`config.mk`:
```
export PLATFORM = sky130hd
export DESIGN_NAME = ndef_record_deframer
export DESIGN_NICKNAME = d
export VERILOG_FILES = /design/src/rtl/core/nrd_pkg.sv /design/src/rtl/core/nrd_parser.sv /design/src/rtl/core/ndef_record_deframer.sv
export VERILOG_INCLUDE_DIRS = /design/src /design/src/rtl/core
export SDC_FILE = /design/constraint.sdc
export NUM_CORES = 1
export LEC_CHECK = 0
export BUFFER_PORTS_ARGS = -buffer_cell sky130_fd_sc_hd__clkbuf_2
export CORE_UTILIZATION = 63
export CTS_CLUSTER_SIZE = 40
export DETAILED_ROUTE_END_ITERATION = 16
export HOLD_SLACK_MARGIN = 0.02
export PLACE_DENSITY = 0.84
export SLEW_MARGIN = 40
export SYNTH_ARGS = -nofsm -noshare
export SYNTH_HDL_FRONTEND = slang
export SYNTH_SLANG_ARGS = --single-unit
```
`constraint.sdc`:
```
create_clock -name clock -period 7.2 [get_ports clock]
set_input_delay 1.08 -clock clock [delete_from_list [all_inputs] [get_ports clock]]
set_output_delay 1.08 -clock clock [all_outputs]
set_load 0.01 [all_outputs]
```
`src/rtl/core/ndef_record_deframer_assert.svh`:
```
// Assertion macros for the record deframer.
// Each macro takes a label, the clock, the reset, a condition and a consequence.
`ifndef NDEF_RECORD_DEFRAMER_ASSERT_SVH
`define NDEF_RECORD_DEFRAMER_ASSERT_SVH
`ifndef SYNTH
`define NRD_ASSERT_IMPL(label, clk, rst, cond, cons) \
   label: assert property (@(posedge clk) disable iff (rst) (cond) |-> (cons)) \
      else $error("deframer check failed");
`define NRD_ASSERT_NEXT(label, clk, rst, cond, cons) \
   label: assert property (@(posedge clk) disable iff (rst) (cond) |=> (cons)) \
      else $error("deframer check failed");
`else
`define NRD_ASSERT_IMPL(label, clk, rst, cond, cons)
`define NRD_ASSERT_NEXT(label, clk, rst, cond, cons)
`endif
`endif

```
`src/rtl/core/nrd_pkg.sv`:
```
`default_nettype none

package nrd_pkg;

   // Record sections; the parser phase uses the first seven codes.
   typedef enum logic [2:0] {
      SEC_HEADER  = 3'd0,
      SEC_TLEN    = 3'd1,
      SEC_PLEN    = 3'd2,
      SEC_IDLEN   = 3'd3,
      SEC_TYPE    = 3'd4,
      SEC_ID      = 3'd5,
      SEC_PAYLOAD = 3'd6,
      SEC_DISCARD = 3'd7
   } section_type;

   typedef enum logic [1:0] {
      ERR_NONE        = 2'd0,
      ERR_TYPE_LEN    = 2'd1,
      ERR_PAYLOAD_LEN = 2'd2,
      ERR_ID_LEN      = 2'd3
   } err_type;

   localparam logic [2:0] TNF_EMPTY     = 3'd0;
   localparam logic [2:0] TNF_UNKNOWN   = 3'd5;
   localparam logic [2:0] TNF_UNCHANGED = 3'd6;

   // Bit positions of SR and IL in the header byte.
   localparam int HDR_SR_BIT = 4;
   localparam int HDR_IL_BIT = 3;

   localparam int TDATA_W = 72;
   localparam int TUSER_W = 3;

   typedef struct packed {
      logic [1:0]  error_code;
      logic [31:0] payload_length;
      logic [7:0]  id_length;
      logic [7:0]  type_length;
      logic [4:0]  flags;
      logic [2:0]  name_format;
      logic        record_end;
      section_type section;
      logic [7:0]  byte_echo;
   } rsp_type;

   typedef struct packed {
      logic        halted;
      section_type phase;
   } status_type;

endpackage

`default_nettype wire

```
`src/rtl/core/nrd_parser.sv`:
```
`default_nettype none

module nrd_parser (
   input  wire logic               clock,
   input  wire logic               reset,
   input  wire logic               step,
   input  wire logic [7:0]         data_byte,
   input  wire logic               restart,
   output nrd_pkg::rsp_type        result,
   output nrd_pkg::status_type     status
);

   typedef struct packed {
      nrd_pkg::section_type phase;
      logic [31:0]          bytes_left;
      logic                 done;
   } body_type;

   nrd_pkg::section_type phase_ff, phase_in;
   logic [7:0]  header_ff, header_in;
   logic [7:0]  type_len_ff, type_len_in;
   logic [7:0]  id_len_ff, id_len_in;
   logic [31:0] payload_len_ff, payload_len_in;
   logic [31:0] bytes_left_ff, bytes_left_in;
   logic [1:0]  len_idx_ff, len_idx_in;
   logic        halted_ff, halted_in;

   nrd_pkg::section_type eff_phase;
   nrd_pkg::section_type sec;
   nrd_pkg::err_type     err;
   logic                 rec_end;
   logic [2:0]           tnf;
   logic [31:0]          new_plen;
   logic                 plen_done;
   body_type             body;

   // Picks the first body section at or after 'from' that has bytes in it.
   function automatic body_type enter_body(input nrd_pkg::section_type from,
                                           input logic [7:0] tl,
                                           input logic [7:0] il,
                                           input logic [31:0] pl);
      body_type r;
      r.phase      = nrd_pkg::SEC_HEADER;
      r.bytes_left = '0;
      r.done       = 1'b1;
      if (from <= nrd_pkg::SEC_TYPE && tl != 8'd0) begin
         r.phase      = nrd_pkg::SEC_TYPE;
         r.bytes_left = {24'd0, tl};
         r.done       = 1'b0;
      end else if (from <= nrd_pkg::SEC_ID && il != 8'd0) begin
         r.phase      = nrd_pkg::SEC_ID;
         r.bytes_left = {24'd0, il};
         r.done       = 1'b0;
      end else if (from <= nrd_pkg::SEC_PAYLOAD && pl != 32'd0) begin
         r.phase      = nrd_pkg::SEC_PAYLOAD;
         r.bytes_left = pl;
         r.done       = 1'b0;
      end
      return r;
   endfunction

   always_comb begin
      phase_in       = phase_ff;
      header_in      = header_ff;
      type_len_in    = type_len_ff;
      id_len_in      = id_len_ff;
      payload_len_in = payload_len_ff;
      bytes_left_in  = bytes_left_ff;
      len_idx_in     = len_idx_ff;
      halted_in      = halted_ff;
      err            = nrd_pkg::ERR_NONE;
      rec_end        = 1'b0;
      sec            = nrd_pkg::SEC_DISCARD;
      body           = '0;
      tnf            = header_ff[2:0];
      new_plen       = header_ff[nrd_pkg::HDR_SR_BIT] ? {24'd0, data_byte}
                                                      : {payload_len_ff[23:0], data_byte};
      plen_done      = header_ff[nrd_pkg::HDR_SR_BIT] || (len_idx_ff == 2'd3);
      eff_phase      = restart ? nrd_pkg::SEC_HEADER : phase_ff;

      if (restart) begin
         halted_in = 1'b0;
         phase_in  = nrd_pkg::SEC_HEADER;
      end

      if (halted_ff && !restart) begin
         sec = nrd_pkg::SEC_DISCARD;
      end else begin
         unique case (eff_phase) inside
            nrd_pkg::SEC_TLEN: begin
               sec         = nrd_pkg::SEC_TLEN;
               type_len_in = data_byte;
               if (data_byte != 8'd0 && (tnf == nrd_pkg::TNF_EMPTY ||
                   tnf == nrd_pkg::TNF_UNKNOWN || tnf == nrd_pkg::TNF_UNCHANGED)) begin
                  err       = nrd_pkg::ERR_TYPE_LEN;
                  halted_in = 1'b1;
               end else begin
                  phase_in   = nrd_pkg::SEC_PLEN;
                  len_idx_in = 2'd0;
               end
            end
            nrd_pkg::SEC_PLEN: begin
               sec            = nrd_pkg::SEC_PLEN;
               payload_len_in = new_plen;
               if (!plen_done) begin
                  len_idx_in = len_idx_ff + 2'd1;
               end else if (tnf == nrd_pkg::TNF_EMPTY && new_plen != 32'd0) begin
                  err       = nrd_pkg::ERR_PAYLOAD_LEN;
                  halted_in = 1'b1;
               end else if (header_ff[nrd_pkg::HDR_IL_BIT]) begin
                  phase_in = nrd_pkg::SEC_IDLEN;
               end else begin
                  body          = enter_body(nrd_pkg::SEC_TYPE, type_len_ff, id_len_ff,
                                             new_plen);
                  phase_in      = body.phase;
                  bytes_left_in = body.bytes_left;
                  rec_end       = body.done;
               end
            end
            nrd_pkg::SEC_IDLEN: begin
               sec       = nrd_pkg::SEC_IDLEN;
               id_len_in = data_byte;
               if (tnf == nrd_pkg::TNF_EMPTY && data_byte != 8'd0) begin
                  err       = nrd_pkg::ERR_ID_LEN;
                  halted_in = 1'b1;
               end else begin
                  body          = enter_body(nrd_pkg::SEC_TYPE, type_len_ff, data_byte,
                                             payload_len_ff);
                  phase_in      = body.phase;
                  bytes_left_in = body.bytes_left;
                  rec_end       = body.done;
               end
            end
            nrd_pkg::SEC_TYPE, nrd_pkg::SEC_ID, nrd_pkg::SEC_PAYLOAD: begin
               sec = eff_phase;
               if (bytes_left_ff <= 32'd1) begin
                  body          = enter_body(nrd_pkg::section_type'(eff_phase + 3'd1),
                                             type_len_ff, id_len_ff, payload_len_ff);
                  phase_in      = body.phase;
                  bytes_left_in = body.bytes_left;
                  rec_end       = body.done;
               end else begin
                  bytes_left_in = bytes_left_ff - 32'd1;
               end
            end
            default: begin
               sec            = nrd_pkg::SEC_HEADER;
               header_in      = data_byte;
               type_len_in    = 8'd0;
               id_len_in      = 8'd0;
               payload_len_in = 32'd0;
               bytes_left_in  = 32'd0;
               len_idx_in     = 2'd0;
               phase_in       = nrd_pkg::SEC_TLEN;
            end
         endcase
      end
   end

   always_ff @(posedge clock) begin
      if (reset) begin
         phase_ff       <= nrd_pkg::SEC_HEADER;
         header_ff      <= 8'd0;
         type_len_ff    <= 8'd0;
         id_len_ff      <= 8'd0;
         payload_len_ff <= 32'd0;
         bytes_left_ff  <= 32'd0;
         len_idx_ff     <= 2'd0;
         halted_ff      <= 1'b0;
      end else if (step) begin
         phase_ff       <= phase_in;
         header_ff      <= header_in;
         type_len_ff    <= type_len_in;
         id_len_ff      <= id_len_in;
         payload_len_ff <= payload_len_in;
         bytes_left_ff  <= bytes_left_in;
         len_idx_ff     <= len_idx_in;
         halted_ff      <= halted_in;
      end
   end

   // The result reports the record registers as they stand after this byte.
   always_comb begin
      result.byte_echo      = data_byte;
      result.section        = sec;
      result.record_end     = rec_end;
      result.name_format    = header_in[2:0];
      result.flags          = header_in[7:3];
      result.type_length    = type_len_in;
      result.id_length      = id_len_in;
      result.payload_length = payload_len_in;
      result.error_code     = err;
   end

   assign status.halted = halted_ff;
   assign status.phase  = phase_ff;

endmodule

`default_nettype wire

```
`src/rtl/core/ndef_record_deframer.sv`:
```
`default_nettype none

// NDEF record deframer: takes a record stream one byte per word on the req side and
// returns one word per byte on the rsp side, tagged with the record section it
// belongs to (header, type length, payload length, ID length, type, ID, payload, or
// discarded after a length error) together with the decoded flags, TNF and lengths.
// rsp_tlast marks the last byte of each record, and the next byte is taken as the
// next header. A length error stops parsing until a byte arrives with req_tuser set,
// which forces that byte to be parsed as a fresh header. The block sustains one word
// per clock while rsp_tready takes the results: a byte sits in an input register, the
// parser updates its state and forms the result from it, and the result lands in an
// output register, which drives rsp_tvalid and the rsp side. The two stages stall only
// while the output register holds a word that rsp_tready refuses; even then an empty
// input register still takes a word, so the block holds at most two words. The input
// and output registers are the only buffering; there is no memory.

`include "ndef_record_deframer_assert.svh"

module ndef_record_deframer (
   input  wire logic                        clock,
   input  wire logic                        reset,
   input  wire logic                        req_tvalid,
   output      logic                        req_tready,
   input  wire logic [7:0]                  req_tdata,  // [7:0] data_byte
   input  wire logic                        req_tuser,  // [0] restart
   output      logic                        rsp_tvalid,
   input  wire logic                        rsp_tready,
   // [7:0] byte_echo, [10:8] name_format, [15:11] flags, [23:16] type_length,
   // [31:24] id_length, [63:32] payload_length, [65:64] error_code, rest zero
   output      logic [nrd_pkg::TDATA_W-1:0] rsp_tdata,
   output      logic                        rsp_tlast,  // record_end
   output      logic [nrd_pkg::TUSER_W-1:0] rsp_tuser   // [2:0] section
);

   logic       in_valid_ff, in_valid_in;
   logic [7:0] in_byte_ff, in_byte_in;
   logic       in_restart_ff, in_restart_in;
   logic       out_valid_ff, out_valid_in;
   nrd_pkg::rsp_type    out_ff, out_in;
   nrd_pkg::rsp_type    result;
   nrd_pkg::status_type status;

   logic advance;
   logic step;

   // The whole pipe moves whenever the output register is free or being taken.
   assign advance    = !out_valid_ff || rsp_tready;
   assign req_tready = !in_valid_ff || advance;
   assign step       = in_valid_ff && advance;

   always_comb begin
      in_valid_in   = in_valid_ff;
      in_byte_in    = in_byte_ff;
      in_restart_in = in_restart_ff;
      out_valid_in  = out_valid_ff;
      out_in        = out_ff;
      if (req_tready) begin
         in_valid_in   = req_tvalid;
         in_byte_in    = req_tdata;
         in_restart_in = req_tuser;
      end
      if (advance) begin
         out_valid_in = in_valid_ff;
         out_in       = result;
      end
   end

   always_ff @(posedge clock) begin
      if (reset) begin
         in_valid_ff  <= 1'b0;
         out_valid_ff <= 1'b0;
      end else begin
         in_valid_ff  <= in_valid_in;
         out_valid_ff <= out_valid_in;
      end
   end

   always_ff @(posedge clock) begin
      in_byte_ff    <= in_byte_in;
      in_restart_ff <= in_restart_in;
      out_ff        <= out_in;
   end

   nrd_parser u_parser (
      .clock     (clock),
      .reset     (reset),
      .step      (step),
      .data_byte (in_byte_ff),
      .restart   (in_restart_ff),
      .result    (result),
      .status    (status)
   );

   assign rsp_tvalid = out_valid_ff;
   assign rsp_tlast  = out_ff.record_end;
   assign rsp_tuser  = out_ff.section;
   assign rsp_tdata  = {6'd0, out_ff.error_code, out_ff.payload_length, out_ff.id_length,
                        out_ff.type_length, out_ff.flags, out_ff.name_format,
                        out_ff.byte_echo};

   // A word reporting a length error leaves the parser halted.
   `NRD_ASSERT_IMPL(a_err_halts, clock, reset,
      rsp_tvalid && out_ff.error_code != nrd_pkg::ERR_NONE, status.halted)
   // A discarded byte is only ever reported while the parser is halted.
   `NRD_ASSERT_IMPL(a_discard_halted, clock, reset,
      rsp_tvalid && out_ff.section == nrd_pkg::SEC_DISCARD, status.halted)
   // After the last byte of a record the parser waits for a header.
   `NRD_ASSERT_IMPL(a_end_header, clock, reset,
      rsp_tvalid && rsp_tlast, status.phase == nrd_pkg::SEC_HEADER && !status.halted)
   // A word held in the input stage while the output stalls is not lost: a word is still held afterwards.
   `NRD_ASSERT_NEXT(a_stall_keeps, clock, reset,
      in_valid_ff && rsp_tvalid && !rsp_tready, in_valid_ff || rsp_tvalid)

endmodule

`default_nettype wire
```
### Word-level counts from Yosys, hierarchy flattened

Cells that the tools add are included.

* register bits after elaboration: 175
* word-level logic and storage cells: 131

* bitwise operators: 3
* reduce and logical (&&, ||, !) cells: 30
* eq/ne operators: 15
* order comparisons: 4
* muxes and demuxes: 55
* add/subtract/negate cells: 3

Operators by type and width (number)
* 2-to-1 mux 36 bit: 9
* 2-to-1 mux 32 bit: 7
* case mux 32 bit (4 select lines): 1
* case mux 32 bit (2 select lines): 1
* nonzero test 32 bit: 2
* <= comparator 32 x 1 -> 1 bit, second input constant: 1
* 2-to-1 mux 8 bit: 4
* case mux 8 bit (2 select lines): 2
* subtractor 32 x 1 -> 32 bit, second input constant: 1
* 2-to-1 mux 3 bit: 8
* case mux 3 bit (4 select lines): 2
* nonzero test 8 bit: 3
* equality test 3 bit, second input constant: 5
* OR reduction 5 bit: 3
* 2-to-1 mux 1 bit: 12
* case mux 2 bit (3 select lines): 2
* 2-to-1 mux 2 bit: 5
* inequality test 2 bit, second input constant: 5
* <= comparator 3 bit, second input constant: 3
* logical AND 1 bit: 8
* AND reduction 7 bit: 1
* equality test 3 x 2 -> 1 bit, second input constant: 2
* case mux 1 bit (3 select lines): 2
* OR reduction 6 bit: 1
* other kinds (12): 20

### Depth between registers and ports, before layout

Gate-level depths: netlist of the first run.

* word-level depth: 10
* depth in mapped cells: 12

### By module

From an unflattened synthesis of the first run, not the netlist that was laid out.

* cell total of the unflattened synthesis: 950
* area, all modules: 8981.1 um^2

By module, submodules not included
* nrd_parser: cells each 855, seq. area each 1881.8 um^2, times used 1, area an instance 6482.5 um^2
* ndef_record_deframer: cells each 95, seq. area each 2412.3 um^2, times used 1, area an instance 2498.6 um^2

### Worst setup path after synthesis of the first run

Ideal clock, no wire load.

* kind: input -> register
* start: input port rsp_tready
* end: register u_parser.bytes_left_ff[28]
* arrival: 4.452 ns
* setup time: 0.070 ns
* stages on the path: 9
* slack: 2.678 ns
* required time: 7.130 ns
* buffers on the path: 1
* cells stage by stage: nor2b_1 inv_1 nand3_1 a211oi_1 o211ai_1 or3_1 clkbuf_1 o32ai_1 o2bb2ai_1

* word-level cells in the longest chain between the ends: 3

RTL lines
* from (decl): RTL line ndef_record_deframer.sv:27 `input wire logic rsp_tready,`
* logical OR 1 bit: RTL line ndef_record_deframer.sv:47 `assign advance = !out_valid_ff || rsp_tready;`
* logical AND 1 bit: RTL line ndef_record_deframer.sv:49 `assign step = in_valid_ff && advance;`
* AND reduction 7 bit (no line)
* to (signal assigned): RTL line nrd_parser.sv:176 `bytes_left_ff <= bytes_left_in;`
* to (decl): RTL line nrd_parser.sv:24 `logic [31:0] bytes_left_ff, bytes_left_in;`

Every way passes these cells.
A chain may end at the register's enable or synchronous reset.

### Worst setup path after layout of the first run

* start: register in_restart_ff
* end: register u_parser.bytes_left_ff[18]

* word-level cells in the longest chain between the ends: 9
* elaborated cells between the ends (all ways): 29
* classes of those cells: add/sub (1); order compare (3); eq/ne (10); mux (6); bitwise (2); reduce/logical (7)

RTL lines
* from (decl): RTL line ndef_record_deframer.sv:37 `logic in_restart_ff, in_restart_in;`
* from (signal assigned): RTL line ndef_record_deframer.sv:80 `in_restart_ff <= in_restart_in;`
* 2-to-1 mux 3 bit: RTL line nrd_parser.sv:79 `eff_phase = restart ? nrd_pkg::SEC_HEADER : phase_ff;`
* adder 3 x 1 -> 3 bit: RTL line nrd_parser.sv:137 `body = enter_body(nrd_pkg::section_type'(eff_phase + 3'd1),`
* <= comparator 3 bit: RTL line nrd_parser.sv:54 `end else if (from <= nrd_pkg::SEC_PAYLOAD && pl != 32'd0) begin`
* logical AND 1 bit: RTL line nrd_parser.sv:54
* 2-to-1 mux 36 bit: RTL line nrd_parser.sv:54
* 2-to-1 mux 36 bit: RTL line nrd_parser.sv:50 `end else if (from <= nrd_pkg::SEC_ID && il != 8'd0) begin`
* 2-to-1 mux 36 bit: RTL line nrd_parser.sv:46 `if (from <= nrd_pkg::SEC_TYPE && tl != 8'd0) begin`
* 2-to-1 mux 32 bit: RTL line nrd_parser.sv:136 `if (bytes_left_ff <= 32'd1) begin`
* case mux 32 bit (4 select lines): RTL line nrd_parser.sv:89 `unique case (eff_phase) inside`

Parallel ways exist; a longest one is shown, timed or not.

==> flow_summary.toml, run 1 <==
[logic_synthesis]
synth_top_area_share_pct = 25.87
syn_avg_cell_area_um2 = 9.329
yosysWarningCount = 0
synth_edf_count = 79
synthTopCellsByCount = "nor2_1, dfxtp_1, a22oi_1"
yosys.cell_count.top_type = "nor2_1"
ys_seq_area_share_pct = 46.83
synth_top_family_by_area = "compound AO/OA/AOI/OAI gates"
syn_inst = 983
synth_area_leaders = "edfxtp_1, dfxtp_1, a22oi_1, nor2_1, a21o_1"
synthSimpleGateAreaFrac_pct = 17.75
yosys.area_share.xor_xnor_pct = 2.770
synthMuxAreaShare_pct = 0.9824
synth_seq_cells = 175
synth_compound_area_share_pct = 26.20
synth_flop_cell = "dfxtp_1"
yosysTopAreaCell = "edfxtp_1"
synth_async_sr_flop_share_pct = 0
synthAdderAreaFrac_pct = 0.5458
synth.distinct_cells = 75
syn_area_um2 = 9170

[clock_tree]
htreeDepth = 4
cts_tree = "done"
hold_buffers = 0
clk_latency_ns = 0.44
cts_root_buffer = "clkbuf_16"
cts.sink_count = 175
cts_setup_buffers = 0
numCtsBuffers = 17
clk_pin_slew_worst_paths_ns = 0.07
clock_path_buffers = 2
cts_resized = 0

[setup_path]
path_cells = "nor2b_1 -> inv_1 -> ha_2 -> nor2_1 -> o21ai_0 -> buf_4 -> a21boi_1 -> nand3_1 -> a21oi_2 -> o211ai_1 -> a21oi_1"
cp_top_family = "compound AO/OA/AOI/OAI gates"
critPathSlowestCell = "edfxtp_1"
start_kind = "flop"
crit_fanout = 11
critPathCaptureType = "flop"
critPathBufInv = 2
crit_type = "reg2reg"
arrival_ns = 4.13
max_stage_delay_ns = 0.64
cp.required_ns = 7.56

[floorplanning]
start_util_pct = 65.30
coreArea_um2 = 14040
die_x_um = 122.6
ios = 91
die_h_um = 122.6
rows = 43
die-area_um2 = 15040

[timing]
drv_slew = 0
fin_setup_tns_ns = 0
fmax_mhz = 265.5
grt_setup_unrepaired = "false"
finalCritPeriodShare_pct = 52.31
relSlewSlack_pct = 44.09
hold_ws_ns = 0.4668
hold_viol_final = 0
fin_skew_ns = 0.01110
setup_slack_ns = 3.434
finalSetupViolCount = 0
worstMarginPinSlew_ns = 0.8322
post-route-min-period_ns = 3.766

[placed_design]
dp_hpwl_mm = 18.07
io_buffer_count = 84
gp_congestion = 1.031
place_worst_setup_slack_ns = 3.128

[final_layout]
fill_cells = 1024
final_layout_size_suffix_gt1_share_pct = 16.31
area_growth_pct = 10.98
multi_input_area_um2 = 4497
final_nets = 1034
regArea_um2 = 4294
antenna_cells = 0
fin_util_pct = 72.48

[detailed_routing]
avgRoutedWirePerCell_um = 22.94
drt_first_iter_violations = 1374
firstDrtPassIters = 6
drc = 0
antenna_left = 0
route.vias.total = 8639
drt-total-wl_mm = 27.76
viasPerCell = 7.140

[pwr]
leakagePower_uw = 0.004118
powerDensity_nw_per_um2 = 231.7
pwr-share-clk_pct = 39.9
p_switching_uw = 658.8
power_frac_seq_pct = 46.9
irDropWorstVdd_mv = 0.2336
share_comb_of_total_power_pct = 13.2
p_int_uw = 1699
swShare_pct = 27.94

[global_routing]
grt_start_max_net_pins = 74
grt_pass1_wl_mm = 42.41
gr-total-overflow = 0
track_usage_pct = 37.31
grt_pass1_vias = 7631
antenna_found_initial = 0

[flow_run]
cap_violations = 0

[worst_hold_path]
hp-class = "reg2reg"

[run_status]
outcome = "complete, no violations"
==> final cells by class <==
cell class,instances,share of cell area [%]
Clock buffer,17,4.180
Timing Repair Buffer,98,5.225
Sequential cell,175,42.19
Inverter,8,0.2951
Multi-Input combinational cell,717,44.18
Tap cell,180,2.213
Clock inverter,15,1.709
==> stage by stage <==
stage	cell area, um^2	total power (uW)	std cells
floorplan	9189	1340	988
global placement	9533	1419	1178
finish	10180	2358	1210
global route	10180	2419	1210
detailed placement	9550	1423	1178
CTS	10150	2348	1210
==> routing by layer <==
| metal | up-vias | GRT usage [%] | wire length (um) |
|---|---|---|---|
| met5 | - | 0 | 0 |
| met4 | 0 | 13.26 | 892 |
| li1 | 3794 | - | - |
| met3 | 101 | 10.78 | 3631 |
| met1 | 4044 | 53.71 | 11280 |
| met2 | 700 | 53.20 | 11960 |
==> layout by cell type, fill, tap and decap left out, types with 4 or more instances in the layout <==
| master | synthesis | routed |
|---|---|---|
| nand3_1 | 13 | 13 |
| nor2_1 | 140 | 139 |
| inv_1 | 7 | 6 |
| xor2_1 | 12 | 12 |
| mux2_2 | 8 | 8 |
| or3_1 | 8 | 8 |
| o32ai_1 | 5 | 5 |
| xnor2_1 | 17 | 17 |
| a221oi_2 | 4 | 4 |
| o22ai_1 | 10 | 10 |
| conb_1 | 1 | 6 |
| nor4_1 | 26 | 25 |
| buf_4 | 8 | 14 |
| edfxtp_1 | 79 | 79 |
| inv_6 | 0 | 7 |
| a21oi_1 | 43 | 41 |
| clkbuf_2 | 0 | 83 |
| o21ai_0 | 26 | 26 |
| clkbuf_16 | 0 | 17 |
| nand2_1 | 74 | 73 |
| a221oi_1 | 7 | 7 |
| o211ai_1 | 12 | 12 |
| dfxtp_1 | 96 | 96 |
| and2_1 | 8 | 8 |
| a22oi_1 | 86 | 86 |
| and3_1 | 4 | 4 |
| a21o_1 | 39 | 39 |
| o21ai_1 | 11 | 10 |
| a311oi_1 | 5 | 5 |
| or4_1 | 10 | 10 |
| a22o_1 | 28 | 28 |
| o2bb2ai_1 | 5 | 5 |
| nor2b_1 | 5 | 4 |
| a211oi_1 | 15 | 14 |
| nor3_1 | 27 | 25 |
==> power by group through the flow <==
| stage | combinational, uW | sequential [uW] | clock, uW |
|---|---|---|---|
| final | 312 | 1110 | 940 |
| after CTS | 300 | 1100 | 943 |
| after detailed placement | 297 | 1130 | 0 |
| after global routing | 332 | 1110 | 978 |
| after global placement | 294 | 1120 | 0 |
| after floorplan | 218 | 1120 | 0 |
==> path summary, 6_finish.rpt <==
kind / start / endpoint / slack [ns] / depth (start not counted)
worst max-delay path: in_restart_ff / u_parser.bytes_left_ff[18] / 3.43 / 11
worst max register to register: in_restart_ff / u_parser.bytes_left_ff[18] / 3.43 / 11
worst min register to register: u_parser.header_ff[5] / u_parser.header_ff[5] / 0.47 / 2
worst min-delay path: u_parser.header_ff[5] / u_parser.header_ff[5] / 0.47 / 2
==> worst register-to-register path: stages (launching register included) <==
cell and delay [ns]:
edfxtp_1 0.64, nor2b_1 0.32, inv_1 0.09, ha_2 0.28
nor2_1 0.12, o21ai_0 0.12, buf_4 0.20, a21boi_1 0.52
nand3_1 0.42, a21oi_2 0.61, o211ai_1 0.18, a21oi_1 0.18
==> logic make-up (layout without fill, tap and decap cells) <==
logic type               Yosys count  in the layout
buffers and inverters             96            138
AND/OR/NAND/NOR                  341            341
adder cells (fa/ha/maj)            4              4
multiplexers                       8              8
AO/OA/AOI/OAI                    329            329
other                              1              6
XOR/XNOR                          29             29
flip-flops                       175            175
==> flip-flops by register name (all words and copies together), names as in the netlist, 2 cells and up <==
name / cells
u_parser.phase_ff: 3
u_parser.payload_len_ff: 32
u_parser.len_idx_ff: 2
u_parser.type_len_ff: 8
u_parser.id_len_ff: 8
rsp_tuser: 3
u_parser.bytes_left_ff: 32
u_parser.header_ff: 8
in_byte_ff: 8
rsp_tdata: 66
No activity file was read; power rests on OpenSTA's default activity.
==> inputs of run 2 (changes only) <==
CORE_UTILIZATION = 54   (was 63)
PLACE_DENSITY = 0.77   (was 0.84)
clock period = 3.17 ns   (was 7.2 ns; I/O delays follow)
==> run 2 against run 1 <==
Clock skew down 0.0027 ns. Final cell count up 7.6%. Sequential share of layout area down 1.9 points. Critical path depth down 4. Combinational power rose to 2.5 times the previous value. Critical endpoint is now u_parser.bytes_left_ff[28]. Largest cell class unchanged. Largest power group unchanged. Highest routed layer unchanged.
==> flow_summary.toml, run 2 (same netlist as run 1, synthesis figures left out) <==
[run_status]
outcome = "complete, no violations"

[flow_run]
cap_violations = 0

[setup_path]
arrival_ns = 3.41
start_kind = "flop"
r2r_setup_slack_ns = 0.14
critPathCaptureType = "flop"
crit_type = "reg2reg"
cp.required_ns = 3.54
crit_fanout = 10

[clock_tree]
clk_latency_ns = 0.44
hold_buffers = 0
clock_path_buffers = 2
cts_root_buffer = "clkbuf_16"
htreeDepth = 4
cts.sink_count = 175
cts_tree = "done"
clk_pin_slew_worst_paths_ns = 0.07
numCtsBuffers = 17

[floorplanning]
die-area_um2 = 17510
die_x_um = 132.3
rows = 47
ios = 91
die_h_um = 132.3
start_util_pct = 55.30
coreArea_um2 = 16580

[final_layout]
final_nets = 1086
antenna_cells = 0
area_growth_pct = 16.17
largest_reg_flops = 66
mostFrequentLayoutCells = "nor2_1, dfxtp_1, a22oi_1"
final_common_cell = "nor2_1"
postLayoutCellArea_um2 = 10650
fin_util_pct = 64.24
final_layout_size_suffix_gt1_share_pct = 20.06

[placed_design]
gp_congestion = 1.016
place_area_um2 = 10040
io_buffer_count = 84
dp_hpwl_mm = 20.25

[timing]
finalSetupViolCount = 0
fin_setup_tns_ns = 0
post-route-min-period_ns = 3.034
finalCritPeriodShare_pct = 95.71
worstMarginPinSlew_ns = 0.7948
hold_viol_final = 0
grt_setup_unrepaired = "false"
relSlewSlack_pct = 46.65
drv_slew = 0
fin_skew_ns = 0.008401
fmax_mhz = 329.6

[detailed_routing]
firstDrtPassIters = 7
drt_first_iter_violations = 1336
drt-total-wl_mm = 29.45
avgRoutedWirePerCell_um = 22.62
viasPerCell = 6.686
route.vias.total = 8705
antenna_left = 0
drc = 0

[pwr]
leakagePower_uw = 0.004376
irDropWorstVdd_mv = 0.4057
powerDensity_nw_per_um2 = 508.7
swShare_pct = 29.03
p_switching_uw = 1573
p_int_uw = 3846
pwr-share-clk_pct = 39.5
power_frac_seq_pct = 45.9
share_comb_of_total_power_pct = 14.6

[worst_hold_path]
hp-class = "in2reg"

[global_routing]
grt_start_max_net_pins = 70
gr-total-overflow = 0
grt_most_used_layer = "met1"
use_met1_pct = 51.98
track_usage_pct = 34.26
use_met3_pct = 7.190
use_met2_pct = 47.97
grt_pass1_wl_mm = 46.24
antenna_found_initial = 0
grt_pass1_vias = 7958
-- run 2: changes by cell type in the layout (fill, tap and decap cells not counted), moves of 2 or more --
cell | before | now
buf_12 | 0 | 4
inv_6 | 7 | 2
clkinvlp_4 | 0 | 3
inv_8 | 2 | 5
clkinv_2 | 2 | 0
clkinv_4 | 0 | 2
buf_4 | 14 | 62
-- run 2: critical path, cell delays in order, from the launching register on --
cell and delay [ns]:
dfxtp_1 0.36, or4_4 0.57, or4b_4 0.62, or4_4 0.58
or2_4 0.29, o21bai_4 0.28, a221oi_2 0.10, o2bb2ai_1 0.16
-- run 2: repair_timing --
| action | in CTS | in global routing |
|---|---|---|
| setup buffers | 0 | 0 |
| setup endpoints to repair | 0 | 3 |
| gates resized for setup | 0 | 1 |
-- run 2: layout make-up --
cell class	count	area [um^2]
clock buffers	17	425.4
clock inverters	15	172.7
fillers	1387	5931
inverters	8	33.78
multi-input cells	717	4479
flip-flops and latches	175	4294
well taps	220	275.3
repair buffers	150	972.2
-- run 2: path summary, 6_finish.rpt --
check	start	endpoint	cells past startpoint
setup / recovery	u_parser.bytes_left_ff[19]	u_parser.bytes_left_ff[28]	7
hold / removal	req_tdata[4]	in_byte_ff[4]	1
setup reg to reg	u_parser.bytes_left_ff[19]	u_parser.bytes_left_ff[28]	7
hold reg to reg	u_parser.header_ff[7]	u_parser.header_ff[7]	2
-- run 2: routing by layer --
layer | vias up | wire length, um
li1 | 3892 | -
met1 | 4186 | 13120
met2 | 563 | 12360
met3 | 64 | 3275
met4 | 0 | 699
met5 | - | 0
-- run 2: power by group through the flow --
stage	combinational (uW)	sequential (uW)	clock, uW
6_report	793	2490	2140
5_1_grt	858	2490	2230
4_1_cts	772	2480	2150
3_5_place_dp	766	2540	0
3_3_place_gp	763	2530	0
2_1_floorplan	496	2550	0
-- run 2: metrics by stage --
step           power [uW]  std cells  setup slack [ns]  hold slack (ns)
6_report             5419       1302            0.1361           0.2064
5_1_grt              5585       1302           0.03578           0.1933
4_1_cts              5407       1302            0.1423           0.1935
3_5_place_dp         3301       1270            0.1681           0.4464
3_3_place_gp         3296       1270            0.1932           0.4396
2_1_floorplan        3045        988           0.05317           0.4244
==> inputs of run 3 (changes only) <==
CORE_UTILIZATION = 56   (was 54)
CTS_BUF_LIST = sky130_fd_sc_hd__clkbuf_4   (was not set)
PLACE_DENSITY = 0.79   (was 0.77)
==> run 3 against run 2 <==
The run now ends with DRC left. Critical path depth stayed put. Global-route usage increased by 0.73 points. Final cell count unchanged. Sequential share of layout area rose by 1.4 points. Die area decreased by 3.5%. Combinational power down 0.6%. Clock power down 46%. Wire length decreased by 2.4%. Non-clock buffer count increased by 3. Critical endpoint is now u_parser.bytes_left_ff[6]. Largest power group unchanged. Highest routed layer unchanged.
==> flow_summary.toml, run 3 (same netlist as run 1, synthesis figures left out) <==
[setup_path]
setup.worst_path.end = "u_parser.bytes_left_ff[6]"
max_stage_delay_ns = 0.63
critPathSlowestCell = "or4b_4"
critPathCaptureType = "flop"
startpoint = "u_parser.bytes_left_ff[19]"
cp.required_ns = 3.64
start_kind = "flop"
critPathBufInv = 0
r2r-start = "u_parser.bytes_left_ff[19]"
r2r-end = "u_parser.bytes_left_ff[6]"
cpMostUsedCell = "or4_4"
critical_path_depth = 7
crit_fanout = 10
r2r_setup_slack_ns = 0.13
crit_type = "reg2reg"
arrival_ns = 3.51
cp_top_family = "simple AND/OR/NAND/NOR gates"
ff2ff_path_depth = 7
path_cells = "or4_4 -> or4b_4 -> or4_4 -> a211oi_1 -> o21ai_1 -> and3_1 -> o31a_1"

[timing]
finalSetupViolCount = 0
drv_slew = 0
post-route-min-period_ns = 3.039
fmax_mhz = 329.0
finalCritPeriodShare_pct = 95.87
grt_setup_unrepaired = "false"
fin_skew_ns = 0.02986
relSlewSlack_pct = 56.27
fin_setup_tns_ns = 0
setup_slack_ns = 0.1308
worstMarginPinSlew_ns = 0.6523
hold_viol_final = 0

[clock_tree]
numCtsBuffers = 17
clock_path_buffers = 2
cts_tree = "done"
cts_root_buffer = "clkbuf_4"
clk_latency_ns = 0.59
cts.sink_count = 175
clk_pin_slew_worst_paths_ns = 0.15
htreeDepth = 4

[final_layout]
postLayoutCellArea_um2 = 10290
largest_reg_flops = 66
fill_cells = 1335
fin_cells = 1302
mostFrequentLayoutCells = "nor2_1, dfxtp_1, a22oi_1"
multi_input_area_um2 = 4471
final_layout_size_suffix_gt1_share_pct = 19.72
regArea_um2 = 4294
area_growth_pct = 12.17
final_nets = 1089
final_common_cell = "nor2_1"

[pwr]
p_switching_uw = 1389
irDropWorstVdd_mv = 0.3259
finalPower_uw = 4436
pwr-share-clk_pct = 26.3
leakagePower_uw = 0.004231
swShare_pct = 31.32
powerDensity_nw_per_um2 = 431.2
power_frac_seq_pct = 56.0
share_comb_of_total_power_pct = 17.8
p_int_uw = 3046

[global_routing]
antenna_found_initial = 1
gr-total-overflow = 0
grt_pass1_vias = 7653
track_usage_pct = 35.00
grt_pass1_wl_mm = 44.31
grt_start_max_net_pins = 73

[placed_design]
dp_hpwl_mm = 19.74
gp_congestion = 1.059
place_area_um2 = 10010
place_worst_setup_slack_ns = 0.1744
place_inst = 1266
io_buffer_count = 84

[detailed_routing]
antenna_left = 0
drc = 2
firstDrtPassIters = 13
drt_first_iter_violations = 1347
viasPerCell = 6.634
avgRoutedWirePerCell_um = 22.06
route.vias.total = 8638
drt-total-wl_mm = 28.73

[run_status]
outcome = "complete, but fails checks"
violations = "DRC"

[floorplanning]
start_util_pct = 57.52
die-area_um2 = 16890
die_h_um = 130.0
coreArea_um2 = 15940
rows = 46
die_x_um = 130.0
ios = 91

[worst_hold_path]
hp-class = "in2reg"

[flow_run]
cap_violations = 0
## run 3: cell count changes in the layout (fill, tap and decap cells not counted), sizes merged
| cell | previous run | this run |
|---|---|---|
| dlygate4sd3 | 0 | 3 |
| clkinvlp | 3 | 2 |
| diode | 0 | 1 |
| clkbuf | 100 | 101 |
| clkinv | 6 | 8 |
| bufinv | 1 | 0 |
| inv | 13 | 12 |
## run 3: final cells by class
cell class                      count  area share (%)
Antenna cell                        1         0.02433
Clock buffer                       18           1.314
Clock inverter                     14           1.022
Inverter                            8          0.3284
Multi-Input combinational cell    717           43.46
Sequential cell                   175           41.75
Tap cell                          216           2.627
Timing Repair Buffer              153           9.476
## run 3: per-layer routing
layer	up-vias	track usage [%]	part of all wire, %
met5	-	0	0
met4	0	10.12	2.2
met3	68	8.405	12
met2	572	49.13	42
met1	4096	52.96	43
li1	3902	-	-
## run 3: worst min-delay path by stage
stage,start,endpoint,depth (start not counted)
detailed placement,u_parser.header_ff[6],u_parser.header_ff[6],2
floorplan,in_byte_ff[2],rsp_tdata[2],0
CTS,req_tdata[3],in_byte_ff[3],1
finish,req_tdata[0],in_byte_ff[0],1
global route,req_tdata[4],in_byte_ff[4],1
global placement,u_parser.header_ff[5],u_parser.header_ff[5],2
## run 3: stage by stage
stage / hold slack, ns / utilization, %
after floorplan: 0.4244 / -
after global placement: 0.4393 / 62.74
after detailed placement: 0.4487 / 62.77
after CTS: 0.02408 / 64.28
after global routing: 0.02122 / 64.52
final: 0.06291 / 64.52
## run 3: power by group through the flow
stage	registers, uW	clock network, uW	logic (uW)
after floorplan	2550	0	496
after global placement	2530	0	750
after detailed placement	2530	0	755
after CTS	2480	1180	761
after global routing	2490	1260	847
final	2480	1160	788
## run 3: repair_timing
item / CTS / global route
endpoints found under the hold margin: 0 / 3
gates resized for setup: 0 / 1
hold buffers: 0 / 3
setup buffers: 0 / 0
setup endpoints to repair: 0 / 1
